$ cat config.mk
export PLATFORM = sky130hd
export DESIGN_NAME = utterance_text_normalizer_unit
export DESIGN_NICKNAME = d
export VERILOG_FILES = /design/src/rtl/utn_pkg.sv /design/src/rtl/utterance_text_normalizer_unit.sv /design/src/rtl/utn_datapath.sv /design/src/rtl/utn_controller.sv
export SDC_FILE = /design/constraint.sdc
export NUM_CORES = 1
export LEC_CHECK = 0
export BUFFER_PORTS_ARGS = -buffer_cell sky130_fd_sc_hd__buf_2
export CAP_MARGIN = 20
export CORE_ASPECT_RATIO = 0.8
export CORE_MARGIN = 3
export CORE_UTILIZATION = 40
export CTS_BUF_LIST = sky130_fd_sc_hd__clkbuf_16
export DETAILED_ROUTE_END_ITERATION = 10
export SLEW_MARGIN = 10
export SYNTH_ARGS = -nofsm -noshare
export SYNTH_HDL_FRONTEND = slang
export SYNTH_HIERARCHICAL = 1
export SYNTH_SLANG_ARGS = --single-unit
$ cat constraint.sdc
create_clock -name clock -period 7.2 [get_ports clock]
set_input_delay 0.36 -clock clock [delete_from_list [all_inputs] [get_ports clock]]
set_output_delay 0.36 -clock clock [all_outputs]
set_load 0.02 [all_outputs]
$ cat src/rtl/utn_pkg.sv
package utn_pkg;

   // default word buffer depth and result limit per transaction
   localparam int WORD_DEPTH_DEF = 32;
   localparam int MAX_RESULTS    = 40;
   localparam int CNT_W          = $clog2(MAX_RESULTS + 1);

   // character codes
   localparam logic [7:0] CH_NUL    = 8'h00;
   localparam logic [7:0] CH_TAB    = 8'h09;
   localparam logic [7:0] CH_LF     = 8'h0A;
   localparam logic [7:0] CH_CR     = 8'h0D;
   localparam logic [7:0] CH_SPACE  = 8'h20;
   localparam logic [7:0] CH_BANG   = 8'h21;
   localparam logic [7:0] CH_HASH   = 8'h23;
   localparam logic [7:0] CH_APOS   = 8'h27;
   localparam logic [7:0] CH_LPAREN = 8'h28;
   localparam logic [7:0] CH_RPAREN = 8'h29;
   localparam logic [7:0] CH_COMMA  = 8'h2C;
   localparam logic [7:0] CH_DASH   = 8'h2D;
   localparam logic [7:0] CH_DOT    = 8'h2E;
   localparam logic [7:0] CH_COLON  = 8'h3A;
   localparam logic [7:0] CH_QUEST  = 8'h3F;
   localparam logic [7:0] CH_LBRACK = 8'h5B;
   localparam logic [7:0] CH_BSLASH = 8'h5C;
   localparam logic [7:0] CH_RBRACK = 8'h5D;
   localparam logic [7:0] CH_LOW_A  = 8'h61;
   localparam logic [7:0] CH_LOW_Z  = 8'h7A;
   localparam logic [7:0] CASE_OFS  = 8'h20;

   // commands from controller to datapath
   typedef struct packed {
      logic accept;
      logic take_slot;
      logic rd;
      logic emit;
      logic skip;
      logic flush_end;
      logic push_wr;
      logic marker;
      logic final_flush;
   } utn_cmd_type;

   // status from datapath to controller
   typedef struct packed {
      logic slot_any;
      logic need_flush;
      logic idx_at_fill;
      logic capped;
      logic out_free;
      logic line_end;
      logic n_zero;
   } utn_status_type;

   // whitespace: tab through carriage return, and space
   function automatic logic is_ws(input logic [7:0] c);
      return (c == CH_SPACE) || ((c >= CH_TAB) && (c <= CH_CR));
   endfunction

endpackage

$ cat src/rtl/utterance_text_normalizer_unit.sv
// utterance text normalizer
// input channel req_*: one text byte per transaction plus req_line_end on the
// last byte of an utterance. result channel rsp_*: zero or more normalized
// bytes per input transaction; rsp_last_of_line marks the final result of an
// utterance, and an utterance with no output byte yields one end marker with
// rsp_char_valid low.
// bytes are held in a word buffer of WORD_DEPTH entries until whitespace, a
// full buffer or line end flushes them, so results lag the input by up to one word.
// timing: req_stall drops only while the controller is idle. a dropped byte
// passes from accept through dispatch back to idle, and each buffer write
// adds a dispatch step and a push-check step; each byte flushed out of the
// buffer adds one buffer read and one output load when whitespace, a full
// buffer or line end flushes the word. the single-ported word buffer and
// the output register set these steps.
// a result leaves through a one-entry output register; while rsp_stall is
// high it holds its payload and the flush waits.
// reset (synchronous, active high) empties the buffer and clears the dash and
// comment flags; no clearing pass is needed.
module utterance_text_normalizer_unit #(
   parameter int WORD_DEPTH = utn_pkg::WORD_DEPTH_DEF
) (
   input  logic       clock,
   input  logic       reset,
   input  logic       req_valid,
   output logic       req_stall,
   input  logic [7:0] req_in_char,
   input  logic       req_line_end,
   output logic       rsp_valid,
   input  logic       rsp_stall,
   output logic [7:0] rsp_out_char,
   output logic       rsp_char_valid,
   output logic       rsp_last_of_line
);
   import utn_pkg::*;

   utn_cmd_type    cmd;
   utn_status_type status;

   // sequencer
   utn_controller u_ctrl (
      .clock     (clock),
      .reset     (reset),
      .req_valid (req_valid),
      .req_stall (req_stall),
      .status    (status),
      .cmd       (cmd)
   );

   // buffer, flags and output register
   utn_datapath #(
      .WORD_DEPTH (WORD_DEPTH)
   ) u_dp (
      .clock            (clock),
      .reset            (reset),
      .req_in_char      (req_in_char),
      .req_line_end     (req_line_end),
      .cmd              (cmd),
      .status           (status),
      .rsp_stall        (rsp_stall),
      .rsp_valid        (rsp_valid),
      .rsp_out_char     (rsp_out_char),
      .rsp_char_valid   (rsp_char_valid),
      .rsp_last_of_line (rsp_last_of_line)
   );

endmodule

$ cat src/rtl/utn_datapath.sv
module utn_datapath #(
   parameter int WORD_DEPTH = utn_pkg::WORD_DEPTH_DEF
) (
   input  logic                  clock,
   input  logic                  reset,
   input  logic [7:0]            req_in_char,
   input  logic                  req_line_end,
   input  utn_pkg::utn_cmd_type  cmd,
   output utn_pkg::utn_status_type status,
   input  logic                  rsp_stall,
   output logic                  rsp_valid,
   output logic [7:0]            rsp_out_char,
   output logic                  rsp_char_valid,
   output logic                  rsp_last_of_line
);
   import utn_pkg::*;

   localparam int FILL_W = $clog2(WORD_DEPTH + 1);
   localparam int AW     = $clog2(WORD_DEPTH);

   // word buffer
   logic [7:0]        word_store [WORD_DEPTH];
   logic [7:0]        rdata_ff;

   logic [FILL_W-1:0] fill_ff, fill_in;
   logic [FILL_W-1:0] idx_ff, idx_in;
   logic [CNT_W-1:0]  n_ff, n_in;
   logic              dash_ff, dash_in;
   logic              comment_ff, comment_in;
   logic              line_end_ff, line_end_in;
   logic [3:0]        pend_ff, pend_in;
   logic [7:0]        cchar_ff, cchar_in;
   logic [7:0]        cur_ff, cur_in;

   logic              rsp_valid_ff, rsp_valid_in;
   logic [7:0]        out_char_ff;
   logic              char_valid_ff;
   logic              last_ff;

   // decode of the incoming byte
   logic       ws_c, dash_go, del_word, slot_a, slot_b, slot_c, slot_d;
   logic       set_comment, set_dash, dash_after;
   logic [7:0] c_char;

   always_comb begin
      ws_c        = is_ws(req_in_char);
      dash_go     = !comment_ff && dash_ff;
      del_word    = dash_go && ws_c;
      slot_a      = dash_go && !ws_c;
      slot_b      = 1'b0;
      slot_c      = 1'b0;
      set_comment = 1'b0;
      set_dash    = 1'b0;
      c_char      = req_in_char;
      if (!comment_ff) begin
         unique case (req_in_char)
            CH_NUL, CH_LPAREN, CH_RPAREN, CH_LBRACK, CH_RBRACK,
            CH_COLON, CH_QUEST, CH_BANG, CH_LF: begin
            end
            CH_COMMA, CH_BSLASH: begin
               slot_b = 1'b1;
            end
            CH_HASH: begin
               set_comment = 1'b1;
            end
            CH_DASH: begin
               set_dash = 1'b1;
            end
            CH_DOT, CH_APOS: begin
               slot_b = 1'b1;
               slot_c = 1'b1;
            end
            default: begin
               slot_c = 1'b1;
               if ((req_in_char >= CH_LOW_A) && (req_in_char <= CH_LOW_Z)) begin
                  c_char = req_in_char - CASE_OFS;
               end
            end
         endcase
      end
      dash_after = comment_ff ? dash_ff : set_dash;
      slot_d     = req_line_end && dash_after;
   end

   // state updates
   always_comb begin
      fill_in     = fill_ff;
      idx_in      = idx_ff;
      n_in        = n_ff;
      dash_in     = dash_ff;
      comment_in  = comment_ff;
      line_end_in = line_end_ff;
      pend_in     = pend_ff;
      cchar_in    = cchar_ff;
      cur_in      = cur_ff;
      if (cmd.accept) begin
         line_end_in = req_line_end;
         cchar_in    = c_char;
         n_in        = '0;
         pend_in     = {slot_d, slot_c, slot_b, slot_a};
         dash_in     = req_line_end ? 1'b0 : dash_after;
         if (req_line_end) begin
            comment_in = 1'b0;
         end else if (comment_ff) begin
            comment_in = (req_in_char != CH_HASH);
         end else begin
            comment_in = set_comment;
         end
         if (del_word) begin
            fill_in = FILL_W'(1);
         end
      end
      // next push in model order: dash, space, character, trailing dash
      if (cmd.take_slot) begin
         priority if (pend_ff[0]) begin
            cur_in     = CH_DASH;
            pend_in[0] = 1'b0;
         end else if (pend_ff[1]) begin
            cur_in     = CH_SPACE;
            pend_in[1] = 1'b0;
         end else if (pend_ff[2]) begin
            cur_in     = cchar_ff;
            pend_in[2] = 1'b0;
         end else begin
            cur_in     = CH_DASH;
            pend_in[3] = 1'b0;
         end
      end
      if (cmd.emit) begin
         n_in   = n_ff + CNT_W'(1);
         idx_in = idx_ff + FILL_W'(1);
      end
      if (cmd.skip) begin
         idx_in = idx_ff + FILL_W'(1);
      end
      if (cmd.flush_end) begin
         fill_in = '0;
         idx_in  = '0;
      end
      if (cmd.push_wr) begin
         fill_in = fill_ff + FILL_W'(1);
      end
   end

   always_ff @(posedge clock) begin
      if (reset) begin
         fill_ff     <= '0;
         idx_ff      <= '0;
         n_ff        <= '0;
         dash_ff     <= 1'b0;
         comment_ff  <= 1'b0;
         line_end_ff <= 1'b0;
         pend_ff     <= '0;
      end else begin
         fill_ff     <= fill_in;
         idx_ff      <= idx_in;
         n_ff        <= n_in;
         dash_ff     <= dash_in;
         comment_ff  <= comment_in;
         line_end_ff <= line_end_in;
         pend_ff     <= pend_in;
      end
   end

   always_ff @(posedge clock) begin
      cchar_ff <= cchar_in;
      cur_ff   <= cur_in;
   end

   // buffer write and registered read
   logic          mem_we;
   logic [AW-1:0] mem_wa;
   logic [7:0]    mem_wd;

   always_comb begin
      mem_we = 1'b0;
      mem_wa = fill_ff[AW-1:0];
      mem_wd = cur_ff;
      if (cmd.accept && del_word) begin
         mem_we = 1'b1;
         mem_wa = '0;
         mem_wd = CH_SPACE;
      end else if (cmd.push_wr) begin
         mem_we = 1'b1;
      end
   end

   always_ff @(posedge clock) begin
      if (mem_we) begin
         word_store[mem_wa] <= mem_wd;
      end
      if (cmd.rd) begin
         rdata_ff <= word_store[idx_ff[AW-1:0]];
      end
   end

   // output register
   logic out_free;
   logic emit_last;

   assign out_free  = !rsp_valid_ff || !rsp_stall;
   assign emit_last = line_end_ff &&
                      ((n_ff == CNT_W'(MAX_RESULTS - 1)) ||
                       (cmd.final_flush && ((idx_ff + FILL_W'(1)) == fill_ff)));

   always_comb begin
      rsp_valid_in = rsp_valid_ff;
      if (cmd.emit || cmd.marker) begin
         rsp_valid_in = 1'b1;
      end else if (!rsp_stall) begin
         rsp_valid_in = 1'b0;
      end
   end

   always_ff @(posedge clock) begin
      if (reset) begin
         rsp_valid_ff <= 1'b0;
      end else begin
         rsp_valid_ff <= rsp_valid_in;
      end
   end

   always_ff @(posedge clock) begin
      if (cmd.emit) begin
         out_char_ff   <= rdata_ff;
         char_valid_ff <= 1'b1;
         last_ff       <= emit_last;
      end else if (cmd.marker) begin
         out_char_ff   <= CH_NUL;
         char_valid_ff <= 1'b0;
         last_ff       <= 1'b1;
      end
   end

   assign rsp_valid        = rsp_valid_ff;
   assign rsp_out_char     = out_char_ff;
   assign rsp_char_valid   = char_valid_ff;
   assign rsp_last_of_line = last_ff;

   // status to controller
   always_comb begin
      status.slot_any    = |pend_ff;
      status.need_flush  = is_ws(cur_ff) || (fill_ff == FILL_W'(WORD_DEPTH));
      status.idx_at_fill = (idx_ff == fill_ff);
      status.capped      = (n_ff >= CNT_W'(MAX_RESULTS));
      status.out_free    = out_free;
      status.line_end    = line_end_ff;
      status.n_zero      = (n_ff == '0);
   end

   // a write into the buffer always finds a free entry
   a_push_room: assert property (@(posedge clock) disable iff (reset)
      cmd.push_wr |-> (fill_ff < FILL_W'(WORD_DEPTH)))
      else $error("push into full word buffer");

   // no result goes out beyond the per-transaction limit
   a_emit_cap: assert property (@(posedge clock) disable iff (reset)
      cmd.emit |-> (n_ff < CNT_W'(MAX_RESULTS)) && out_free)
      else $error("emit past result limit or into busy output");

   // an end marker only closes an utterance
   a_marker_last: assert property (@(posedge clock) disable iff (reset)
      (rsp_valid_ff && !char_valid_ff) |-> last_ff)
      else $error("end marker without last_of_line");

   // flush reads stay below the fill level
   a_read_range: assert property (@(posedge clock) disable iff (reset)
      cmd.rd |-> (idx_ff < fill_ff))
      else $error("buffer read beyond fill");

endmodule

$ cat src/rtl/utn_controller.sv
module utn_controller (
   input  logic                    clock,
   input  logic                    reset,
   input  logic                    req_valid,
   output logic                    req_stall,
   input  utn_pkg::utn_status_type status,
   output utn_pkg::utn_cmd_type    cmd
);
   import utn_pkg::*;

   localparam logic [2:0] S_IDLE  = 3'd0;
   localparam logic [2:0] S_DISP  = 3'd1;
   localparam logic [2:0] S_PCHK  = 3'd2;
   localparam logic [2:0] S_FRD   = 3'd3;
   localparam logic [2:0] S_FEMIT = 3'd4;
   localparam logic [2:0] S_PWR   = 3'd5;
   localparam logic [2:0] S_END   = 3'd6;

   logic [2:0] state_ff, state_in;
   logic       final_ff, final_in;

   // sequencing of pushes and flushes
   always_comb begin
      state_in        = state_ff;
      final_in        = final_ff;
      cmd             = '0;
      cmd.final_flush = final_ff;
      req_stall       = (state_ff != S_IDLE);
      unique case (state_ff)
         S_IDLE: begin
            if (req_valid) begin
               cmd.accept = 1'b1;
               state_in   = S_DISP;
            end
         end
         S_DISP: begin
            if (status.slot_any) begin
               cmd.take_slot = 1'b1;
               state_in      = S_PCHK;
            end else if (status.line_end) begin
               final_in = 1'b1;
               state_in = S_FRD;
            end else begin
               state_in = S_IDLE;
            end
         end
         S_PCHK: begin
            if (status.need_flush) begin
               final_in = 1'b0;
               state_in = S_FRD;
            end else begin
               cmd.push_wr = 1'b1;
               state_in    = S_DISP;
            end
         end
         S_FRD: begin
            if (status.idx_at_fill) begin
               cmd.flush_end = 1'b1;
               state_in      = final_ff ? S_END : S_PWR;
            end else begin
               cmd.rd   = 1'b1;
               state_in = S_FEMIT;
            end
         end
         S_FEMIT: begin
            if (status.capped) begin
               cmd.skip = 1'b1;
               state_in = S_FRD;
            end else if (status.out_free) begin
               cmd.emit = 1'b1;
               state_in = S_FRD;
            end
         end
         S_PWR: begin
            cmd.push_wr = 1'b1;
            state_in    = S_DISP;
         end
         S_END: begin
            if (!status.n_zero) begin
               state_in = S_IDLE;
            end else if (status.out_free) begin
               cmd.marker = 1'b1;
               state_in   = S_IDLE;
            end
         end
         default: begin
            state_in = S_IDLE;
         end
      endcase
   end

   always_ff @(posedge clock) begin
      if (reset) begin
         state_ff <= S_IDLE;
         final_ff <= 1'b0;
      end else begin
         state_ff <= state_in;
         final_ff <= final_in;
      end
   end

   // input is taken only when idle
   a_accept_idle: assert property (@(posedge clock) disable iff (reset)
      cmd.accept |=> (state_ff == S_DISP))
      else $error("accept did not start dispatch");

   // the end state is reached only from a final flush
   a_end_final: assert property (@(posedge clock) disable iff (reset)
      (state_ff == S_END) |-> final_ff)
      else $error("end state without final flush");

   // a push write after a flush follows an empty buffer
   a_pwr_after_flush: assert property (@(posedge clock) disable iff (reset)
      (state_ff == S_PWR) |-> $past(cmd.flush_end))
      else $error("push write without preceding flush");

endmodule
==> flow_summary.yaml, run 1 <==
yosys:
  synth-adder-area-share_pct: 0.6421
  synth_top_family_by_area: "multiplexers"
  ys.flop_type: "edfxtp_1"
  muxShareOfSynthArea_pct: 10.20
  synth.distinct_cells: 78
  ys_seq_area_share_pct: 68.17
  yosys.area_share.simple_pct: 10.08
  synthCells: 880
  async_flop_share_pct: 0
  synth_edf_count: 289
  avgSynthCellArea_um2: 15.50
  syn_area_mm2: 0.01364
  ys_ff_latch: 320
  synth_xor_area_share_pct: 0.9631
  synth_compound_area_share_pct: 7.081
  yosys_warnings: 6
  synth_fp_nets: 900
final_layout:
  layout_common_cells: "edfxtp_1, mux2i_1, a22oi_1"
  diodes: 0
  fin_cells: 1361
  fill_cells: 2906
  area_growth_pct: 11.36
  layout-drive-gt1-share_pct: 17.13
  final_util_pct: 45.93
  multi_input_area_mm2: 0.003979
  mostFrequentLayoutCell: "edfxtp_1"
  nNetsFinal: 931
  regArea_mm2: 0.009304
route:
  highest_layer: "met4"
  routed_via_density: 5.681
  drtIter0Drc: 744
  drt_wl_total_um: 29920
  dr_wl_met3_um: 1793
  drt-met1-wl_um: 14680
  detail-route-antenna-nets: 0
  drc: 0
  met2_length_um: 12860
  drt_pass1_iterations: 5
  vias: 7732
  wl_per_cell_um: 21.98
floorplanning:
  initial_utilization_pct: 41.25
  fp.dieW_um: 212.5
  die_h_um: 171.2
  io_pins: 25
  die-area_mm2: 0.03637
  rows: 59
  coreArea_mm2: 0.03307
sta:
  final.setup.tns_ns: 0
  hold_ws_ns: 0.1254
  setup_violations: 0
  min_period_ns: 3.310
  hold_viol_final: 0
  clock_skew_ns: 0.01961
  fin_ws_ns: 3.890
  rsz0062_at_grt: "no"
  tightestPinTransition_ns: 1.009
  slew_headroom_pct: 32.49
  fin_crit_sh_pct: 45.97
  max_freq_mhz: 302.1
  drv_slew: 0
outcome:
  status: "completed"
setup_path:
  startpoint_type: "flop"
  ff2ff_setup_slack_ns: 3.89
  cp_cell_sequence: "or3_1 > o2bb2ai_1 > o22ai_1 > buf_4 > nand3_2 > nor3_1"
  slowest_delay_ns: 0.91
  critPathCapture: "u_dp/word_store[30][5]"
  cp_max_fo: 23
  reg2reg_depth: 6
  end_kind: "flop"
  reg2reg_from: "u_dp/fill_ff[2]"
  cpMaxStageDelayCell: "nor3_1"
  worst_r2r_endpoint: "u_dp/word_store[30][5]"
  worstPathRequired_ns: 7.40
  critical_path_class: "reg2reg"
  worst_ep_arrival_time_ns: 3.51
  crit_path_start: "u_dp/fill_ff[2]"
place:
  placed_cells: 1294
  place_ws_ns: 3.731
  gp_congestion: 0.8167
  io_buffers: 24
  place_hpwl_um: 19130
global_route:
  grt_overflow: 0
  antenna_found_initial: 0
  grt_util_all_layers_pct: 16.35
  grt_pass1_vias: 7483
  grt_first_pass_wirelength_um: 45200
  grt_max_degree: 60
cts:
  cts_buffers: 31
  path_clk_slew_ns: 0.06
  clock_latency_ns: 0.59
  cts-root-buf: "clkbuf_16"
  cts_tree: "yes"
  cts.sinks: 320
  cts_max_level: 1
  clockBufferDepth: 3
  cts_resized: 0
power_and_ir_drop:
  cellPowerDensity_mw_per_mm2: 244.4
  leakagePower_nw: 4.661
  irDropWorstVdd_mv: 0.1654
min_path:
  worstHoldPathType: "in2reg"
flow_run:
  cap_violations: 0
## power breakdown
group	internal [W]	switching (W)
registers	0.00204	0.00000993
logic	0.0000362	0.0000881
clock network	0.000852	0.000684
total	0.00293	0.000782
## Yosys cell counts (14+ instances only)
library cell / n / area, um^2
o21ai_0: 16 / 80.08
nand2_1: 18 / 67.56
nand4_1: 19 / 118.9
inv_1: 18 / 67.56
nor3_1: 22 / 110.1
clkbuf_1: 18 / 67.56
a21oi_1: 21 / 105.1
mux2i_1: 67 / 670.6
a22oi_1: 49 / 367.9
and2_1: 15 / 93.84
edfxtp_1: 289 / 8678
buf_2: 23 / 115.1
nor2b_1: 14 / 87.58
nor2_1: 40 / 150.1
dfxtp_1: 31 / 620.6
mux4_2: 32 / 720.7
nand3_1: 36 / 180.2
## flip-flops by register name, indices dropped and copies added (netlist names)
register and cells:
u_dp/word_store 256, u_dp/cchar_ff 8, u_dp/cur_ff 8, u_dp/rdata_ff 8
u_dp/rsp_out_char 8, u_dp/fill_ff 6, u_dp/idx_ff 6, u_dp/n_ff 6
u_dp/pend_ff 4, u_ctrl/state_ff 3, u_ctrl/final_ff 1, u_dp/comment_ff 1
u_dp/dash_ff 1, u_dp/line_end_ff 1, u_dp/rsp_char_valid 1, u_dp/rsp_last_of_line 1
u_dp/rsp_valid 1
## final cells by class
| class | count | share of cell area, % |
|---|---|---|
| clock buffer | 31 | 5.107 |
| clock inverter | 25 | 1.170 |
| inverter | 19 | 0.4695 |
| multi-input combinational | 483 | 26.19 |
| sequential | 320 | 61.25 |
| tap | 427 | 3.517 |
| timing repair buffer | 56 | 2.298 |
## per-stage QoR
step	area (um^2)	power, W
floorplan	13640	0.002169
global placement	14160	0.002215
detailed placement	14160	0.002218
CTS	15120	0.003747
global route	15190	0.003833
finish	15190	0.003713
## cell families after synthesis
family	Yosys count
flops	320
compound gates	131
mux	99
buf+inv	77
simple gates	231
xor+xnor	15
fa+ha+maj	7
## worst min-delay path by stage
stage / from / cells past startpoint / to
floorplan: reset / 1 / u_ctrl/state_ff[2]
global route: req_valid / 3 / u_ctrl/state_ff[0]
finish: req_valid / 3 / u_ctrl/state_ff[0]
global placement: u_dp/rsp_char_valid / 1 / u_dp/rsp_char_valid
CTS: req_valid / 3 / u_ctrl/state_ff[0]
detailed placement: u_dp/rsp_char_valid / 1 / u_dp/rsp_char_valid
## per-layer routing
layer,track usage [%],up-vias
met5,0,-
met4,3.787,0
met3,3.118,49
met2,24.22,244
met1,25.12,3896
li1,-,3543
## what timing repair did
item,4_1_cts,5_1_grt
endpoints found under the hold margin,1,0
hold buffers,1,0
buffers inserted,0,0
## worst max-delay path, delay by kind of cell, from the launching register on
kind / cells / cell delay, ns
buf+inv: 1 / 0.25
simple gates: 3 / 1.54
compound gates: 2 / 0.28
flops: 1 / 0.85
Note: power is estimated with default switching activity, not from simulation.
==> run 2: changes to the inputs <==
==> constraint.sdc (replaced) <==
create_clock -name clock -period 3 [get_ports clock]
set_input_delay 0.15 -clock clock [delete_from_list [all_inputs] [get_ports clock]]
set_output_delay 0.15 -clock clock [all_outputs]
set_load 0.02 [all_outputs]
==> run 2 against run 1 <==
Compared with the run above:
- die area unchanged
- worst hold slack got worse by 0.096 ns
- flip-flop and latch count unchanged
- register-to-register slack got worse by 3.7 ns
- clock skew increased by 0.0038 ns
- via count increased by 1.6%
- global-route usage increased by 0.051 points
- maximum frequency increased by 19%
- utilization increased by 1.4 points
- final area increased by 3.1%
==> flow_summary.yaml, run 2 (same netlist as run 1, synthesis figures left out) <==
route:
  detail-route-antenna-nets: 0
  drt_pass1_iterations: 5
  drtIter0Drc: 726
  routed_via_density: 5.617
  drt_wl_total_um: 29700
  vias: 7858
  wl_per_cell_um: 21.23
  drc: 0
cts:
  clock_latency_ns: 0.58
  post-cts-setup-buffers: 0
  cts_tree: "yes"
  cts_resized: 0
  path_clk_slew_ns: 0.06
  cts_max_level: 1
  clockBufferDepth: 3
  cts-root-buf: "clkbuf_16"
  cts.sinks: 320
  cts_buffers: 31
floorplanning:
  die-area_mm2: 0.03637
  fp.dieW_um: 212.5
  coreArea_mm2: 0.03307
  rows: 59
  initial_utilization_pct: 41.25
  die_h_um: 171.2
  io_pins: 25
final_layout:
  nNetsFinal: 968
  diodes: 0
  final_util_pct: 47.35
  fin_cells: 1399
  regMostFlops: "u_dp/word_store"
  final_area_mm2: 0.01566
  largest_reg_flops: 256
  layout_common_cells: "edfxtp_1, mux2i_1, buf_4"
  fill_cells: 2848
  mostFrequentLayoutCell: "edfxtp_1"
  layout-drive-gt1-share_pct: 20.37
  area_growth_pct: 14.80
setup_path:
  slowest_delay_ns: 0.88
  cp_max_fo: 18
  worstPathRequired_ns: 3.19
  cp_cell_sequence: "clkinv_1 > ha_1 > nand2_1 > o2bb2ai_1 > o22ai_1 > buf_12 > nand3_2 > nor3_1"
  ff2ff_setup_slack_ns: 0.22
  startpoint_type: "flop"
  worst_ep_arrival_time_ns: 2.97
  critical_path_class: "reg2reg"
  cpMaxStageDelayCell: "nor3_1"
  end_kind: "flop"
min_path:
  worstHoldPathType: "in2reg"
power_and_ir_drop:
  cellPowerDensity_mw_per_mm2: 590.9
  leakagePower_nw: 4.896
  irDropWorstVdd_mv: 0.3814
sta:
  final.setup.tns_ns: 0
  tightestPinTransition_ns: 1.101
  max_freq_mhz: 360.0
  drv_slew: 0
  slew_headroom_pct: 26.03
  hold_viol_final: 0
  rsz0062_at_grt: "no"
  hold_ws_ns: 0.02915
  min_period_ns: 2.778
  setup_violations: 0
  clock_skew_ns: 0.02345
  fin_crit_sh_pct: 92.60
place:
  io_buffers: 24
  placed_area_mm2: 0.01448
  gp_congestion: 0.7873
  placed_cells: 1331
  place_hpwl_um: 18990
global_route:
  grt_overflow: 0
  antenna_found_initial: 0
  grt_util_all_layers_pct: 16.40
  grt_first_pass_wirelength_um: 45660
  grt_max_degree: 47
  grt_pass1_vias: 7702
outcome:
  status: "completed"
flow_run:
  cap_violations: 0
[run 2: changes by cell type in the layout (fill, tap and decap cells not counted), sizes merged, moves of 3 or more]
cell	previous run	this run
clkinv	10	13
buf	55	84
dlygate4sd3	1	8
bufinv	2	5
inv	30	24
[run 2: layout make-up]
class	instances	area [um^2]	share of cell area, %
inverters	19	71.32	0.4554
clock buffers	31	775.7	4.954
repair buffers	93	728.2	4.650
clock inverters	26	277.8	1.774
multi-input cells	483	3969	25.34
well taps	427	534.3	3.412
flip-flops and latches	320	9304	59.41
[run 2: worst paths after layout]
check,from,endpoint,cells past startpoint
worst max-delay path,u_dp/fill_ff[0],u_dp/word_store[3][2],8
worst min-delay path,reset,u_dp/n_ff[1],2
worst max register to register,u_dp/fill_ff[0],u_dp/word_store[3][2],8
worst min register to register,u_dp/rsp_char_valid,u_dp/rsp_char_valid,1
[run 2: worst max-delay path: cells and delay by family (launching register included)]
kind                       cells  cell delay [ns]
adders and majority gates      1             0.21
buffers and inverters          2             0.32
DFF                            1             0.44
AOI/OAI and AO/OA              2             0.40
and+or+nand+nor                3             1.02
[run 2: what timing repair did]
item / in CTS / in global routing
hold endpoints to repair: 12 / 0
hold buffers: 8 / 0
endpoints found under the setup margin: 0 / 0
[run 2: routing by layer]
layer	global-route usage, %	share of wire, %	vias up	wire [um]
met5	0	0	-	0
met4	3.932	2.0	0	592
met3	3.027	5.9	38	1765
met2	24.88	44	220	13170
met1	24.70	48	3978	14170
li1	-	-	3622	-
[run 2: per-stage QoR]
step	setup WS (ns)	total power [W]
after floorplan	0.02037	0.005207
final	0.2221	0.009254
after CTS	0.1633	0.009340
after global placement	0.2783	0.005315
after global routing	0.01256	0.009565
after detailed placement	0.1676	0.005323
[run 2: power breakdown]
part / leakage [nW] / switching, W / internal [W]
clock: 0.528 / 0.00169 / 0.00233
sequential: 2.84 / 0.0000224 / 0.00490
combinational: 1.53 / 0.000210 / 0.000101
==> run 3: changes to the inputs <==
--- a/config.mk
+++ b/config.mk
@@ -7,7 +7,7 @@
 export LEC_CHECK = 0
 export BUFFER_PORTS_ARGS = -buffer_cell sky130_fd_sc_hd__buf_2
 export CAP_MARGIN = 20
-export CORE_ASPECT_RATIO = 0.8
+export CORE_ASPECT_RATIO = 0.6
 export CORE_MARGIN = 3
 export CORE_UTILIZATION = 40
 export CTS_BUF_LIST = sky130_fd_sc_hd__clkbuf_16
==> run 3 against run 2 <==
Compared with the run above:
- final area fell by 0.31%
- global-route usage is 1.2 points higher
- flip-flop and latch count is the same
- power decreased by 3.1%
- utilization about the same
- sequential power hardly changed
- clock power fell by 7.5%
- critical path depth did not move
- combinational power rose by 1%
- critical path type unchanged
- critical endpoint is now u_dp/word_store[22][6]
- largest power group unchanged
==> flow_summary.yaml, run 3 (same netlist as run 1, synthesis figures left out) <==
route:
  wl_per_cell_um: 22.33
  drt_pass1_iterations: 5
  drtIter0Drc: 834
  vias: 8047
  routed_via_density: 5.643
  drt_wl_total_um: 31850
  detail-route-antenna-nets: 0
  drc: 0
sta:
  min_period_ns: 2.896
  setup_violations: 0
  max_freq_mhz: 345.3
  tightestPinTransition_ns: 0.8616
  hold_viol_final: 0
  final.setup.tns_ns: 0
  drv_slew: 0
  clock_skew_ns: 0.02253
  rsz0062_at_grt: "yes"
  fin_crit_sh_pct: 96.53
  slew_headroom_pct: 42.35
setup_path:
  reg2reg_from: "u_dp/fill_ff[0]"
  slowest_delay_ns: 0.70
  cp_max_fo: 18
  reg2reg_depth: 8
  cpMaxStageDelayCell: "nor2_1"
  worst_ep_arrival_time_ns: 3.08
  startpoint_type: "flop"
  end_kind: "flop"
  cp_cell_sequence: "clkinv_1 > ha_1 > nand2_1 > o2bb2ai_1 > o22ai_1 > buf_4 > nand4_1 > nor2_1"
  critical_path_class: "reg2reg"
  worstPathRequired_ns: 3.18
  worst_r2r_endpoint: "u_dp/word_store[22][6]"
  ff2ff_setup_slack_ns: 0.10
place:
  place_hpwl_um: 21210
  placed_area_mm2: 0.01455
  io_buffers: 24
  gp_congestion: 0.8286
power_and_ir_drop:
  switching_share_pct: 21.00
  combPwrFrac_pct: 3.5
  leakagePower_nw: 4.865
  irDropWorstVdd_mv: 0.5462
  power.share.clock_pct: 41.5
  p_sw_w: 0.001882
  p_int_w: 0.007082
  cellPowerDensity_mw_per_mm2: 574.2
  power_frac_seq_pct: 54.9
final_layout:
  mostFrequentLayoutCell: "edfxtp_1"
  final_area_mm2: 0.01561
  largest_reg_flops: 256
  area_growth_pct: 14.45
  final_util_pct: 47.32
  layout_common_cells: "edfxtp_1, mux2i_1, buf_4"
  regMostFlops: "u_dp/word_store"
  layout-drive-gt1-share_pct: 21.33
  nNetsFinal: 971
floorplanning:
  rows: 51
  die_h_um: 149.0
  io_pins: 25
  fp.dieW_um: 244.4
  die-area_mm2: 0.03643
  initial_utilization_pct: 41.35
  coreArea_mm2: 0.03299
global_route:
  grt_first_pass_wirelength_um: 48680
  grt_pass1_vias: 7651
  grt_overflow: 0
  grt_util_all_layers_pct: 17.64
  grt_max_degree: 33
  antenna_found_initial: 0
cts:
  clockBufferDepth: 3
  cts_tree: "yes"
  cts_max_level: 1
  path_clk_slew_ns: 0.07
  cts-root-buf: "clkbuf_16"
  clock_latency_ns: 0.57
  cts_buffers: 30
  cts.sinks: 320
min_path:
  holdPathStages: 2
  hp-start: "req_in_char[7]"
  min_to: "u_dp/cchar_ff[7]"
  worstHoldPathType: "in2reg"
flow_run:
  cap_violations: 0
outcome:
  status: "completed"
[run 3: cell count changes in the layout (fill, tap and decap cells not counted), sizes merged]
cell / change
buf: +5
bufinv: -2
clkbuf: -2
clkinv: +4
clkinvlp: -1
diode: +1
inv: -1
[run 3: per-layer routing]
layer | track usage, % | vias up | routed length, um | part of all wire, %
met5 | 0 | - | 0 | 0
met4 | 2.728 | 0 | 417 | 1.3
met3 | 5.209 | 38 | 2626 | 8.2
met2 | 23.21 | 271 | 12530 | 39
met1 | 28.71 | 4098 | 16270 | 51
li1 | - | 3640 | - | -
[run 3: worst max path at each step]
stage	startpoint	to	slack [ns]	depth (start not counted)
after global routing	u_dp/fill_ff[0]	u_dp/word_store[22][6]	-0.09	8
final	u_dp/fill_ff[0]	u_dp/word_store[22][6]	0.10	8
after CTS	u_dp/fill_ff[0]	u_dp/word_store[22][5]	0.10	8
after detailed placement	u_dp/fill_ff[0]	u_dp/word_store[22][5]	0.13	8
after global placement	u_dp/fill_ff[0]	u_dp/word_store[17][0]	0.21	8
after floorplan	u_dp/fill_ff[0]	u_dp/word_store[12][0]	0.02	8
[run 3: per-stage QoR]
stage / std cells / hold WS (ns) / power [W] / setup slack, ns
6_report: 1426 / 0.04493 / 0.008964 / 0.1042
5_1_grt: 1425 / 0.04117 / 0.009247 / -0.08667
4_1_cts: 1425 / 0.02287 / 0.009039 / 0.1049
3_5_place_dp: 1361 / 0.3963 / 0.005327 / 0.1345
3_3_place_gp: 1361 / 0.3893 / 0.005324 / 0.2125
2_1_floorplan: 880 / 0.2191 / 0.005207 / 0.02037
[run 3: layout make-up]
cell class | count | area [um^2]
flip-flops and latches | 320 | 9304
well taps | 450 | 563.0
clock buffers | 30 | 750.7
diodes | 1 | 2.502
multi-input cells | 483 | 4006
inverters | 19 | 71.32
clock inverters | 26 | 212.7
fillers | 2847 | 17380
repair buffers | 97 | 700.7
[run 3: power groups by stage]
stage	Sequential, W	Clock, W	Combinational [W]
4_1_cts	0.00492	0.00380	0.000315
6_report	0.00492	0.00372	0.000316
3_5_place_dp	0.00502	0	0.000306
3_3_place_gp	0.00502	0	0.000305
2_1_floorplan	0.00502	0	0.000190
5_1_grt	0.00492	0.00398	0.000344
[run 3: worst max-delay path, delay by kind of cell (launching register included)]
kind | cells | cell delay [ns]
DFF | 1 | 0.45
buffers and inverters | 2 | 0.47
AOI/OAI and AO/OA | 2 | 0.24
adders and majority gates | 1 | 0.26
and+or+nand+nor | 3 | 1.10
[run 3: what timing repair did]
action / CTS / global route
gates resized for setup: 0 / 6
buffers inserted: 0 / 0
endpoints found under the hold margin: 12 / 0
hold buffers: 8 / 0
setup endpoints to repair: 0 / 64
